$ cat src/rtl/elt_pkg.sv
// Package for the edge list table: payload structs, operation codes, controller states
// and the command and status groups between the controller and the datapath.
// No dependencies; every other file of the block refers to it by scoped names.
`default_nettype none

package elt_pkg;

  localparam int unsigned VTX_W   = 4;
  localparam int unsigned TOTAL_W = 9;
  localparam int unsigned VC_W    = 5;
  localparam int unsigned EDGE_W  = 2 * VTX_W;

  localparam logic [VC_W-1:0] VC_RESET = 5'd16;

  localparam logic STATUS_OK    = 1'b0;
  localparam logic STATUS_RANGE = 1'b1;

  typedef enum logic [1:0] {
    OP_LOOKUP = 2'd0,
    OP_INSERT = 2'd1,
    OP_DELETE = 2'd2
  } op_e;

  typedef enum logic [2:0] {
    ST_IDLE,
    ST_SEARCH,
    ST_FINISH,
    ST_MOVE,
    ST_DONE
  } state_e;

  typedef struct packed {
    logic [1:0]       op;
    logic [VTX_W-1:0] src_vertex;
    logic [VTX_W-1:0] dst_vertex;
  } in_t;

  typedef struct packed {
    logic               was_present;
    logic [TOTAL_W-1:0] edge_total;
    logic               status;
  } out_t;

  // Commands from the controller to the datapath.
  typedef struct packed {
    logic load_key;
    logic issue_rd;
    logic capture;
    logic wr_ins;
    logic rd_last;
    logic wr_move;
    logic load_out;
  } cmd_t;

  // Status from the datapath to the controller.
  typedef struct packed {
    logic       err;
    logic       idx_end;
    logic       rd_pend;
    logic       rd_match;
    logic       found;
    logic       full;
    logic       out_busy;
    logic [1:0] op;
  } sts_t;

endpackage

`default_nettype wire

$ cat src/rtl/elt_dpath.sv
// Datapath of the edge list table: edge memory, search index, edge count,
// key and result registers, and the vertex count register.
// Depends on elt_pkg.
`default_nettype none

module elt_dpath #(
  parameter int unsigned MAX_VERTICES = 16
) (
  input  wire                       clk_i,
  input  wire                       rst_ni,
  input  wire                       cfg_we_i,
  input  wire [elt_pkg::VC_W-1:0]   cfg_wdata_i,
  input  elt_pkg::in_t              in_data_i,
  input  elt_pkg::cmd_t             cmd_i,
  output elt_pkg::sts_t             sts_o,
  output wire                       out_valid_o,
  input  wire                       out_ready_i,
  output elt_pkg::out_t             out_data_o
);

  localparam int unsigned SQ       = MAX_VERTICES * MAX_VERTICES;
  localparam int unsigned EDGE_CAP = (SQ > 256) ? 256 : SQ;
  localparam int unsigned AW       = $clog2(EDGE_CAP);
  localparam int unsigned CW       = $clog2(EDGE_CAP + 1);

  logic [elt_pkg::EDGE_W-1:0] mem [EDGE_CAP];

  elt_pkg::in_t               key_q;
  logic                       err_q, err_d;
  logic                       found_q;
  logic [AW-1:0]              slot_q;
  logic [CW-1:0]              idx_q;
  logic [CW-1:0]              count_q;
  logic                       rvld_q;
  logic [elt_pkg::EDGE_W-1:0] rdata_q;
  elt_pkg::out_t              out_q;
  logic                       out_valid_q;
  logic [elt_pkg::VC_W-1:0]   vc_q;

  logic [CW-1:0]              idx_m1, count_m1;
  logic [elt_pkg::EDGE_W-1:0] key_pair;
  logic                       rd_match;
  logic                       we, re;
  logic [AW-1:0]              waddr, raddr;
  logic [elt_pkg::EDGE_W-1:0] wdata;

  assign idx_m1   = idx_q - CW'(1);
  assign count_m1 = count_q - CW'(1);
  assign key_pair = {key_q.src_vertex, key_q.dst_vertex};
  assign rd_match = rvld_q && (rdata_q == key_pair);

  // A vertex is out of range if it is not below the configured count or the build limit.
  always_comb begin
    err_d = ({1'b0, in_data_i.src_vertex} >= vc_q) ||
            ({1'b0, in_data_i.dst_vertex} >= vc_q) ||
            (int'(in_data_i.src_vertex) >= MAX_VERTICES) ||
            (int'(in_data_i.dst_vertex) >= MAX_VERTICES);
  end

  always_comb begin
    we    = cmd_i.wr_ins || cmd_i.wr_move;
    waddr = cmd_i.wr_move ? slot_q : count_q[AW-1:0];
    wdata = cmd_i.wr_move ? rdata_q : key_pair;
    re    = cmd_i.issue_rd || cmd_i.rd_last;
    raddr = cmd_i.rd_last ? count_m1[AW-1:0] : idx_q[AW-1:0];
  end

  always_ff @(posedge clk_i) begin
    if (we) begin
      mem[waddr] <= wdata;
    end
    if (re) begin
      rdata_q <= mem[raddr];
    end
  end

  always_ff @(posedge clk_i) begin
    if (cmd_i.load_key) begin
      key_q <= in_data_i;
    end
    if (cmd_i.capture) begin
      slot_q <= idx_m1[AW-1:0];
    end
    if (cmd_i.load_out) begin
      out_q.was_present <= found_q;
      out_q.edge_total  <= elt_pkg::TOTAL_W'(count_q);
      out_q.status      <= err_q ? elt_pkg::STATUS_RANGE : elt_pkg::STATUS_OK;
    end
  end

  always_ff @(posedge clk_i or negedge rst_ni) begin
    if (!rst_ni) begin
      err_q       <= 1'b0;
      found_q     <= 1'b0;
      idx_q       <= '0;
      count_q     <= '0;
      rvld_q      <= 1'b0;
      out_valid_q <= 1'b0;
      vc_q        <= elt_pkg::VC_RESET;
    end else begin
      rvld_q <= cmd_i.issue_rd;
      if (cfg_we_i) begin
        vc_q <= cfg_wdata_i;
      end
      if (cmd_i.load_key) begin
        err_q   <= err_d;
        found_q <= 1'b0;
        idx_q   <= '0;
      end else if (cmd_i.issue_rd) begin
        idx_q <= idx_q + CW'(1);
      end
      if (cmd_i.capture) begin
        found_q <= 1'b1;
      end
      if (cmd_i.wr_ins) begin
        count_q <= count_q + CW'(1);
      end else if (cmd_i.wr_move) begin
        count_q <= count_m1;
      end
      if (cmd_i.load_out) begin
        out_valid_q <= 1'b1;
      end else if (out_ready_i) begin
        out_valid_q <= 1'b0;
      end
    end
  end

  always_comb begin
    sts_o.err      = err_q;
    sts_o.idx_end  = (idx_q == count_q);
    sts_o.rd_pend  = rvld_q;
    sts_o.rd_match = rd_match;
    sts_o.found    = found_q;
    sts_o.full     = (count_q == CW'(EDGE_CAP));
    sts_o.out_busy = out_valid_q && !out_ready_i;
    sts_o.op       = key_q.op;
  end

  assign out_valid_o = out_valid_q;
  assign out_data_o  = out_q;

endmodule

`default_nettype wire

$ cat src/rtl/elt_ctrl.sv
// Controller of the edge list table: sequences search, insert, delete and
// result hand-off through commands to the datapath.
// Depends on elt_pkg.
`default_nettype none

module elt_ctrl (
  input  wire           clk_i,
  input  wire           rst_ni,
  input  wire           in_valid_i,
  output logic          in_ready_o,
  input  elt_pkg::sts_t sts_i,
  output elt_pkg::cmd_t cmd_o
);

  elt_pkg::state_e state_q, state_d;

  always_ff @(posedge clk_i or negedge rst_ni) begin
    if (!rst_ni) begin
      state_q <= elt_pkg::ST_IDLE;
    end else begin
      state_q <= state_d;
    end
  end

  always_comb begin
    state_d    = state_q;
    cmd_o      = '0;
    in_ready_o = 1'b0;
    case (state_q)
      elt_pkg::ST_IDLE: begin
        in_ready_o = 1'b1;
        if (in_valid_i) begin
          cmd_o.load_key = 1'b1;
          state_d        = elt_pkg::ST_SEARCH;
        end
      end
      elt_pkg::ST_SEARCH: begin
        if (sts_i.err) begin
          state_d = elt_pkg::ST_DONE;
        end else if (sts_i.rd_match) begin
          cmd_o.capture = 1'b1;
          state_d       = elt_pkg::ST_FINISH;
        end else if (sts_i.idx_end && !sts_i.rd_pend) begin
          state_d = elt_pkg::ST_FINISH;
        end else if (!sts_i.idx_end) begin
          cmd_o.issue_rd = 1'b1;
        end
      end
      elt_pkg::ST_FINISH: begin
        state_d = elt_pkg::ST_DONE;
        if (sts_i.op == elt_pkg::OP_INSERT && !sts_i.found && !sts_i.full) begin
          cmd_o.wr_ins = 1'b1;
        end else if (sts_i.op == elt_pkg::OP_DELETE && sts_i.found) begin
          cmd_o.rd_last = 1'b1;
          state_d       = elt_pkg::ST_MOVE;
        end
      end
      elt_pkg::ST_MOVE: begin
        cmd_o.wr_move = 1'b1;
        state_d       = elt_pkg::ST_DONE;
      end
      elt_pkg::ST_DONE: begin
        if (!sts_i.out_busy) begin
          cmd_o.load_out = 1'b1;
          state_d        = elt_pkg::ST_IDLE;
        end
      end
      default: begin
        state_d = elt_pkg::ST_IDLE;
      end
    endcase
  end

endmodule

`default_nettype wire

$ cat src/rtl/edge_list_table.sv
// Edge list table. A transaction passes the search, which reads the stored edges in order
// until the pair is found or all are read, the finish state, the move state for a delete of
// a found pair, and the done state, where the result loads; a range error skips to done.
// One transaction is handled at a time, the next taken in the cycle after the result loads;
// the memory search, one read per cycle, sets how long each transaction takes.
// Reset: asynchronous, active low; clears the edge count, sets vertex_count to 16.
`default_nettype none

module edge_list_table #(
  parameter int unsigned MAX_VERTICES = 16
) (
  input  wire                     clk_i,
  input  wire                     rst_ni,
  input  wire                     cfg_we_i,
  input  wire [elt_pkg::VC_W-1:0] cfg_wdata_i,
  input  wire                     in_valid_i,
  output logic                    in_ready_o,
  input  elt_pkg::in_t            in_data_i,
  output logic                    out_valid_o,
  input  wire                     out_ready_i,
  output elt_pkg::out_t           out_data_o
);

  // The controller walks each transaction through a linear search of the packed edge
  // list, one memory read issued per cycle with the compare in the cycle after it. An
  // insert appends at the current count when the pair was absent and the table has
  // room; a delete reads the last entry and writes it into the freed slot.

  // The result sits in an output register, so a new input transaction is taken while
  // the previous result still waits; the controller only stalls before loading a new
  // result over one that was not yet taken.

  // Edge memory contents are not cleared and no clearing pass runs; only slots below
  // the edge count are ever read.

  elt_pkg::cmd_t cmd;
  elt_pkg::sts_t sts;

  elt_ctrl u_ctrl (
    .clk_i      (clk_i),
    .rst_ni     (rst_ni),
    .in_valid_i (in_valid_i),
    .in_ready_o (in_ready_o),
    .sts_i      (sts),
    .cmd_o      (cmd)
  );

  elt_dpath #(
    .MAX_VERTICES (MAX_VERTICES)
  ) u_dpath (
    .clk_i       (clk_i),
    .rst_ni      (rst_ni),
    .cfg_we_i    (cfg_we_i),
    .cfg_wdata_i (cfg_wdata_i),
    .in_data_i   (in_data_i),
    .cmd_i       (cmd),
    .sts_o       (sts),
    .out_valid_o (out_valid_o),
    .out_ready_i (out_ready_i),
    .out_data_o  (out_data_o)
  );

endmodule

`default_nettype wire

$ cat config.mk
export PLATFORM = sky130hd
export DESIGN_NAME = edge_list_table
export DESIGN_NICKNAME = d
export VERILOG_FILES = /design/src/rtl/elt_pkg.sv /design/src/rtl/elt_dpath.sv /design/src/rtl/elt_ctrl.sv /design/src/rtl/edge_list_table.sv
export SDC_FILE = /design/constraint.sdc
export NUM_CORES = 2
export LEC_CHECK = 0
export BUFFER_PORTS_ARGS = -buffer_cell sky130_fd_sc_hd__clkbuf_2
export CAP_MARGIN = 40
export CORE_ASPECT_RATIO = 2
export CORE_MARGIN = 8
export CORE_UTILIZATION = 35
export DETAILED_ROUTE_END_ITERATION = 12
export SYNTH_ARGS = -nofsm -noshare
export SYNTH_HDL_FRONTEND = slang
export SYNTH_SLANG_ARGS = --single-unit
$ cat constraint.sdc
create_clock -name clk_i -period 5.4 [get_ports clk_i]
set_input_delay 1.08 -clock clk_i [delete_from_list [all_inputs] [get_ports clk_i]]
set_output_delay 1.08 -clock clk_i [all_outputs]
set_load 0.005 [all_outputs]
---- Word-level counts from Yosys, hierarchy flattened ----
Memories as Yosys holds them, arrays and structs flattened. A register that Yosys moved wholly into a read port is not among the register bits.
Index checks and enable logic that the tools add are counted.
cells by class
  $add $sub $neg .......................... 4
  $lt $le $gt $ge ......................... 2
  equal/unequal tests ..................... 12
  muxes and demuxes ....................... 38
  reduce and logical (&&, ||, !) cells .... 19
operators with widths
  operator             number
  $mux 9               4
  $mux 8               3
  $mux 3               7
  $mux 1               20
  $add 9x1->9 const B  2
  $pmux 3 s5           1
  $ge 4x5->1           2
  $eq 9x9->1           1
  $eq 9x9->1 const B   1
  $sub 9x1->9 const B  1
  $eq 8x8->1           1
  $reduce_bool 2->1    4
  $sub 8x1->8 const B  1
  $eq 3x2->1 const B   2
  $logic_and 1x1->1    6
  $mux 2               3
  $logic_not 1->1      4
  $ne 2x2->1 const B   2
  $ne 4x1->1 const B   1
  $eq 3x1->1 const B   1
  $eq 3x3->1 const B   1
  $logic_not 3->1      1
  $logic_or 1x1->1     3
  $reduce_and 3->1     1
  other kinds (2)      2
word-level totals
  register bits after elaboration ......... 59
  memory bits (writable) .................. 2048
  bits of input ports ..................... 20
  output and inout port bits .............. 13
  memories kept ........................... 1
memories
  memory       words  bits a word  rd ports  clocked after Yosys merged registers in  wr ports  RTL line         RTL
  u_dpath.mem  256    8            1         1                                        1         elt_dpath.sv:26  logic [elt_pkg::EDGE_W-1:0] mem [EDGE_CAP];

---- Longest topological paths before layout ----
  word-level depth ........................ 8
  gate-level depth with buffers ........... 18
  mapped depth without buffers ............ 11

---- By module ----
A second synthesis with hierarchy kept.
unflattened totals
  cell total of the unflattened synthesis .. 4210
  area total of the unflattened synthesis .. 83525.1 um^2
modules (own cells, without submodules)
  module     instances  cells an instance  area an instance (um^2)  seq. area each (um^2)
  elt_dpath  1          4178               83263.6                  63286.9
  elt_ctrl   1          32                 261.5                    75.1

---- Least setup slack after synthesis ----
No wires, ideal clock.
  path kind ............................... flip-flop to flip-flop
  start point ............................. register u_ctrl.state_q[2]
  end point ............................... memory u_dpath.mem[0][0] (netlist name) (data pin)
  setup time .............................. 0.823 ns
  arrival ................................. 5.123 ns
  required time ........................... 4.577 ns
  path slack .............................. -0.545 ns
  stages on the path, launching flop included .. 11
  clock period less this slack ............ 5.945 ns
  cell sequence ........................... dfrtp_1 -> buf_2 -> nor2b_1 -> buf_2 -> clkbuf_1 -> and2_1 -> clkbuf_1 -> clkbuf_1 -> buf_1 -> nand2_1 -> nand2_1
on the way
  word-level cells in the longest chain between the ends .. 3
ends and longest elaborated chain
  element                           RTL line         RTL
  from (decl)                       elt_ctrl.sv:15   elt_pkg::state_e state_q, state_d;
  from (signal assigned)            elt_ctrl.sv:19   state_q <= elt_pkg::ST_IDLE;
  from (signal assigned)            elt_ctrl.sv:21   state_q <= state_d;
  $eq 3x2->1                        elt_ctrl.sv:29   case (state_q)
  $mux 1                            elt_ctrl.sv:29
  $mux 8                            elt_dpath.sv:63  wdata = cmd_i.wr_move ? rdata_q : key_pair;
  named net u_dpath.wdata, one bit  elt_dpath.sv:45  logic [elt_pkg::EDGE_W-1:0] wdata;
  to (decl)                         elt_dpath.sv:26
The timed path passes the listed nets, and every way through them passes these cells.

---- Worst setup path in the final report ----
  start point ............................. register u_dpath.count_q[0]
  end point ............................... register u_dpath.rdata_q[2] (netlist name) (read register of u_dpath.mem) (data pin)
on the way
  word-level cells in the longest chain between the ends .. 7
ends and longest elaborated chain
  element                                      RTL line                        RTL
  from (decl)                                  elt_dpath.sv:33                 logic [CW-1:0] count_q;
  from (signal assigned)                       elt_dpath.sv:116                count_q <= count_q + CW'(1);
  from (signal assigned)                       elt_dpath.sv:118                count_q <= count_m1;
  $eq 9x9->1                                   elt_dpath.sv:130                sts_o.idx_end = (idx_q == count_q);
  $mux 1 or $logic_and 1x1->1 (tied branches)  elt_ctrl.sv:45, elt_ctrl.sv:43
  $mux 1                                       elt_ctrl.sv:43                  end else if (sts_i.idx_end && !sts_i.rd_pend) begin
  $mux 1                                       elt_ctrl.sv:40                  end else if (sts_i.rd_match) begin
  $mux 2                                       elt_ctrl.sv:38                  if (sts_i.err) begin
  $mux 2                                       elt_ctrl.sv:29
  $logic_or 1x1->1                             elt_dpath.sv:64                 re = cmd_i.issue_rd || cmd_i.rd_last;
  to (decl)                                    elt_dpath.sv:35                 logic [elt_pkg::EDGE_W-1:0] rdata_q;
Several ways; a longest one is shown, not always the timed one.
A chain may end at the register's enable or synchronous reset.

==> flow_metrics.env <==
export IMPL_run_status="finished, final reports clean"
export IMPL_routed_wirelength_um=309000
export IMPL_hold_slack_ns=0.299
export IMPL_synthesized_instance_count=5953
export IMPL_layout_min_cycle_time_ns=5.27
export IMPL_synthFlopType="sky130_fd_sc_hd__edfxtp_1"
export IMPL_max_h_tree_level=4
export IMPL_cts_hold_fix_bufs=0
export IMPL_worst_hold_path_type="in -> async"
export IMPL_floorplan_die_area_mm2=0.263
export IMPL_area_growth_syn_to_layout_pct=16.5
export IMPL_max_clock_path_buffers=3
export IMPL_clk_slew_on_worst_s_h_paths_ns=0.08
export IMPL_cp_data_required_time_ns=5.98
export IMPL_ys_types=95
export IMPL_design_final_nets=6447
export IMPL_max_cap_viol_count=0
export IMPL_clock_root_buffer="sky130_fd_sc_hd__clkbuf_16"
export IMPL_inserted_clock_buffers=195
export IMPL_final_number_of_max_transition_violations=0
export IMPL_violation_count_after_the_first_detailed_route_iteration=8770
export IMPL_fin_skew_ns=0.0419
export IMPL_arrival_ns=5.85
export IMPL_post_synth_top_area_fraction_pct=72.6
export IMPL_ioPinCount=33
export IMPL_pwr_density_cell_mw_per_mm2=493
export IMPL_netlist_top_cell_by_area="sky130_fd_sc_hd__edfxtp_1"
export IMPL_ys_top_cells_by_area="sky130_fd_sc_hd__edfxtp_1, sky130_fd_sc_hd__mux2i_1, sky130_fd_sc_hd__nand2_1, sky130_fd_sc_hd__a211oi_1, sky130_fd_sc_hd__nand3_1"
export IMPL_mappedNetlistArea_mm2=0.0862
export IMPL_clock_fmax_ghz=0.190
export IMPL_clk_insertion_delay_late_ns=0.87
export IMPL_cts_post_setup_buffers_inserted=0
export IMPL_critPathCaptureType="flop"
export IMPL_type_of_origin_of_the_critical_path="flop"
export IMPL_rsz0062_at_grt="false"
export IMPL_io_buffers=32
export IMPL_fin_setup_tns_ns=0
export IMPL_grt_first_pass_wirelength_um=430000
export IMPL_seq_area_frac_synth_pct=73.5
export IMPL_dieWidth_um=367
export IMPL_setup_viol=0
export IMPL_detail_route_wl_per_cell_um=31.4
export IMPL_layout_drive_gt1_share_pct=16.1
export IMPL_grt_pass1_vias=54595
export IMPL_synth_enable_flop_cells=2085
export IMPL_critical_path_peak_fanout=69
export IMPL_clock_tree_from_tritoncts="yes"
export IMPL_die_h_um=718
export IMPL_via_count=58478
export IMPL_p_leak_uw=0.0334
export IMPL_core_area_mm2=0.246
export IMPL_synthArstFlopShare_pct=1.42
export IMPL_drt_pre_antenna_iters=8
export IMPL_vias_per_cell=5.94
export IMPL_path_class="reg -> reg"
export IMPL_clkSinkCount=2115
export IMPL_post_cts_resized_instances=0
export IMPL_postSynthNetCount=5986
export IMPL_layout_common_cells="sky130_fd_sc_hd__edfxtp_1, sky130_fd_sc_hd__nand2_1, sky130_fd_sc_hd__buf_4"
export IMPL_postSynthRegisterBits=2115
export IMPL_power_ir_vdd_worst_v=0.000531
export IMPL_ys_warn_count=0
export IMPL_initial_utilization_pct=35.1
export IMPL_timing_final_crit_share_pct=97.6
export IMPL_gr_usage_all_layers_pct=22.5
export IMPL_grt_start_max_net_pins=104
export IMPL_count_of_standard_cell_rows=258
export IMPL_fillerInstances=22562
export IMPL_slew_worst_pin_ns=0.965
export IMPL_dp_hpwl_um=197000
export IMPL_multiInputGateArea_mm2=0.0209
export IMPL_finalHoldViolCount=0
export IMPL_antenna_found_initial=11
export IMPL_timing_max_slew_rel_slack_pct=35.7
export IMPL_footprint_of_the_flip_flops_and_latches_mm2=0.0634
export IMPL_antenna_left=0
export IMPL_grt_overflow=0
export IMPL_drc_errors=0
export IMPL_finalWeightedCongestion=0.946
export IMPL_layout_cells_most_common="sky130_fd_sc_hd__edfxtp_1"
export IMPL_synthesis_area_per_instance_um2=14.5
-- metrics by stage --
stage / total power, uW / instances / utilization, % / instance area (um^2) / worst slack [ns]
finish: 49600 / 9841 / 40.9 / 100000 / 0.131
global route: 50600 / 9830 / 40.8 / 100000 / 0.201
CTS: 49200 / 9824 / 40.8 / 100000 / 0.195
detailed placement: 36000 / 9462 / 38.4 / 94400 / 0.253
global placement: 35900 / 9443 / 38.3 / 94200 / 0.275
floorplan: 28600 / 5953 / - / 86200 / 1.06
-- cell type report --
class | instances | area share (%)
Clock buffer | 249 | 5.11
Multi-Input combinational cell | 3381 | 20.8
Inverter | 21 | 0.0784
Clock inverter | 113 | 0.906
Sequential cell | 2115 | 63.1
Antenna cell | 12 | 0.0299
Tap cell | 3250 | 4.05
Timing Repair Buffer | 700 | 5.95
-- flip-flops by register name, indices dropped and copies added (netlist names), 3 cells and up --
register / count
u_dpath.rdata_q: 8
u_dpath.vc_q: 5
u_dpath.idx_q: 9
u_dpath.mem: 2048
u_dpath.count_q: 9
u_dpath.slot_q: 8
u_dpath.key_pair: 8
u_dpath.out_data_o: 11
u_ctrl.state_q: 3
-- worst paths after layout --
| check | start | end | slack [ns] | cells after the start |
|---|---|---|---|---|
| worst max-delay path | u_dpath.count_q[0]$_DFFE_PN0P_ | u_dpath.rdata_q[2]$_DFFE_PP_ | 0.13 | 12 |
| min in group clk_i | in_data_i[9] | u_dpath.sts_o[1]$_DFFE_PP_ | 0.39 | 1 |
| max in group asynchronous | rst_ni | u_dpath.count_q[3]$_DFFE_PN0P_ | 4.57 | 1 |
| worst min register to register | u_dpath.err_q$_DFFE_PN0P_ | u_dpath.out_data_o[0]$_DFFE_PP_ | 0.54 | 0 |
| worst min-delay path | rst_ni | u_dpath.vc_q[1]$_DFFE_PN0P_ | 0.30 | 1 |
| worst max register to register | u_dpath.count_q[0]$_DFFE_PN0P_ | u_dpath.rdata_q[2]$_DFFE_PP_ | 0.13 | 12 |
-- cells by family after synthesis --
kind of cell	Yosys count	share of synthesized area, %
multiplexers	391	4.58
adder cells (fa/ha/maj)	13	0.189
AND/OR/NAND/NOR	1787	9.43
XOR/XNOR	35	0.356
AO/OA/AOI/OAI	1155	9.27
flip-flops	2115	73.5
buffers and inverters	457	2.69
-- critical path: stages (launching register included) --
cell	delay, ns
sky130_fd_sc_hd__dfrtp_1	0.39
sky130_fd_sc_hd__inv_1	0.21
sky130_fd_sc_hd__ha_1	0.41
sky130_fd_sc_hd__and3_4	0.32
sky130_fd_sc_hd__nor2_4	0.38
sky130_fd_sc_hd__buf_12	0.28
sky130_fd_sc_hd__buf_12	0.38
sky130_fd_sc_hd__mux2_1	0.39
sky130_fd_sc_hd__a2111oi_0	0.78
sky130_fd_sc_hd__mux2_1	0.31
sky130_fd_sc_hd__o32ai_1	0.18
sky130_fd_sc_hd__nor4_1	0.72
sky130_fd_sc_hd__nand4_1	0.14
-- per-layer routing --
metal	track usage, %	wire (um)	vias up
met5	0	13	-
met4	13.7	22500	2
met3	5.49	37100	921
met2	33.1	135000	4179
met1	29.9	115000	29309
li1	-	-	24067
-- report_power, final --
part           switching (uW)  internal, uW  total [uW]
sequential                305         19800       20100
clock                    6220          7140       13400
combinational           11600          4470       16100
total                   18100         31400       49600
-- synth_stat cells (27+ instances only) --
cell                       number
sky130_fd_sc_hd__buf_1         28
sky130_fd_sc_hd__o22ai_1      103
sky130_fd_sc_hd__a32oi_1       79
sky130_fd_sc_hd__buf_6         28
sky130_fd_sc_hd__a21oi_1      178
sky130_fd_sc_hd__nor2_1       307
sky130_fd_sc_hd__buf_2        155
sky130_fd_sc_hd__edfxtp_1    2085
sky130_fd_sc_hd__buf_4         52
sky130_fd_sc_hd__nand4_1       45
sky130_fd_sc_hd__a31oi_1      123
sky130_fd_sc_hd__o21ai_0      142
sky130_fd_sc_hd__a211oi_1     258
sky130_fd_sc_hd__a22oi_1       46
sky130_fd_sc_hd__mux2i_1      360
sky130_fd_sc_hd__nand3_1      268
sky130_fd_sc_hd__dfrtp_1       29
sky130_fd_sc_hd__clkbuf_1     172
sky130_fd_sc_hd__and3_1       184
sky130_fd_sc_hd__nor3_1        27
sky130_fd_sc_hd__nand2_1      831
No activity file was read; power rests on OpenSTA's default activity.
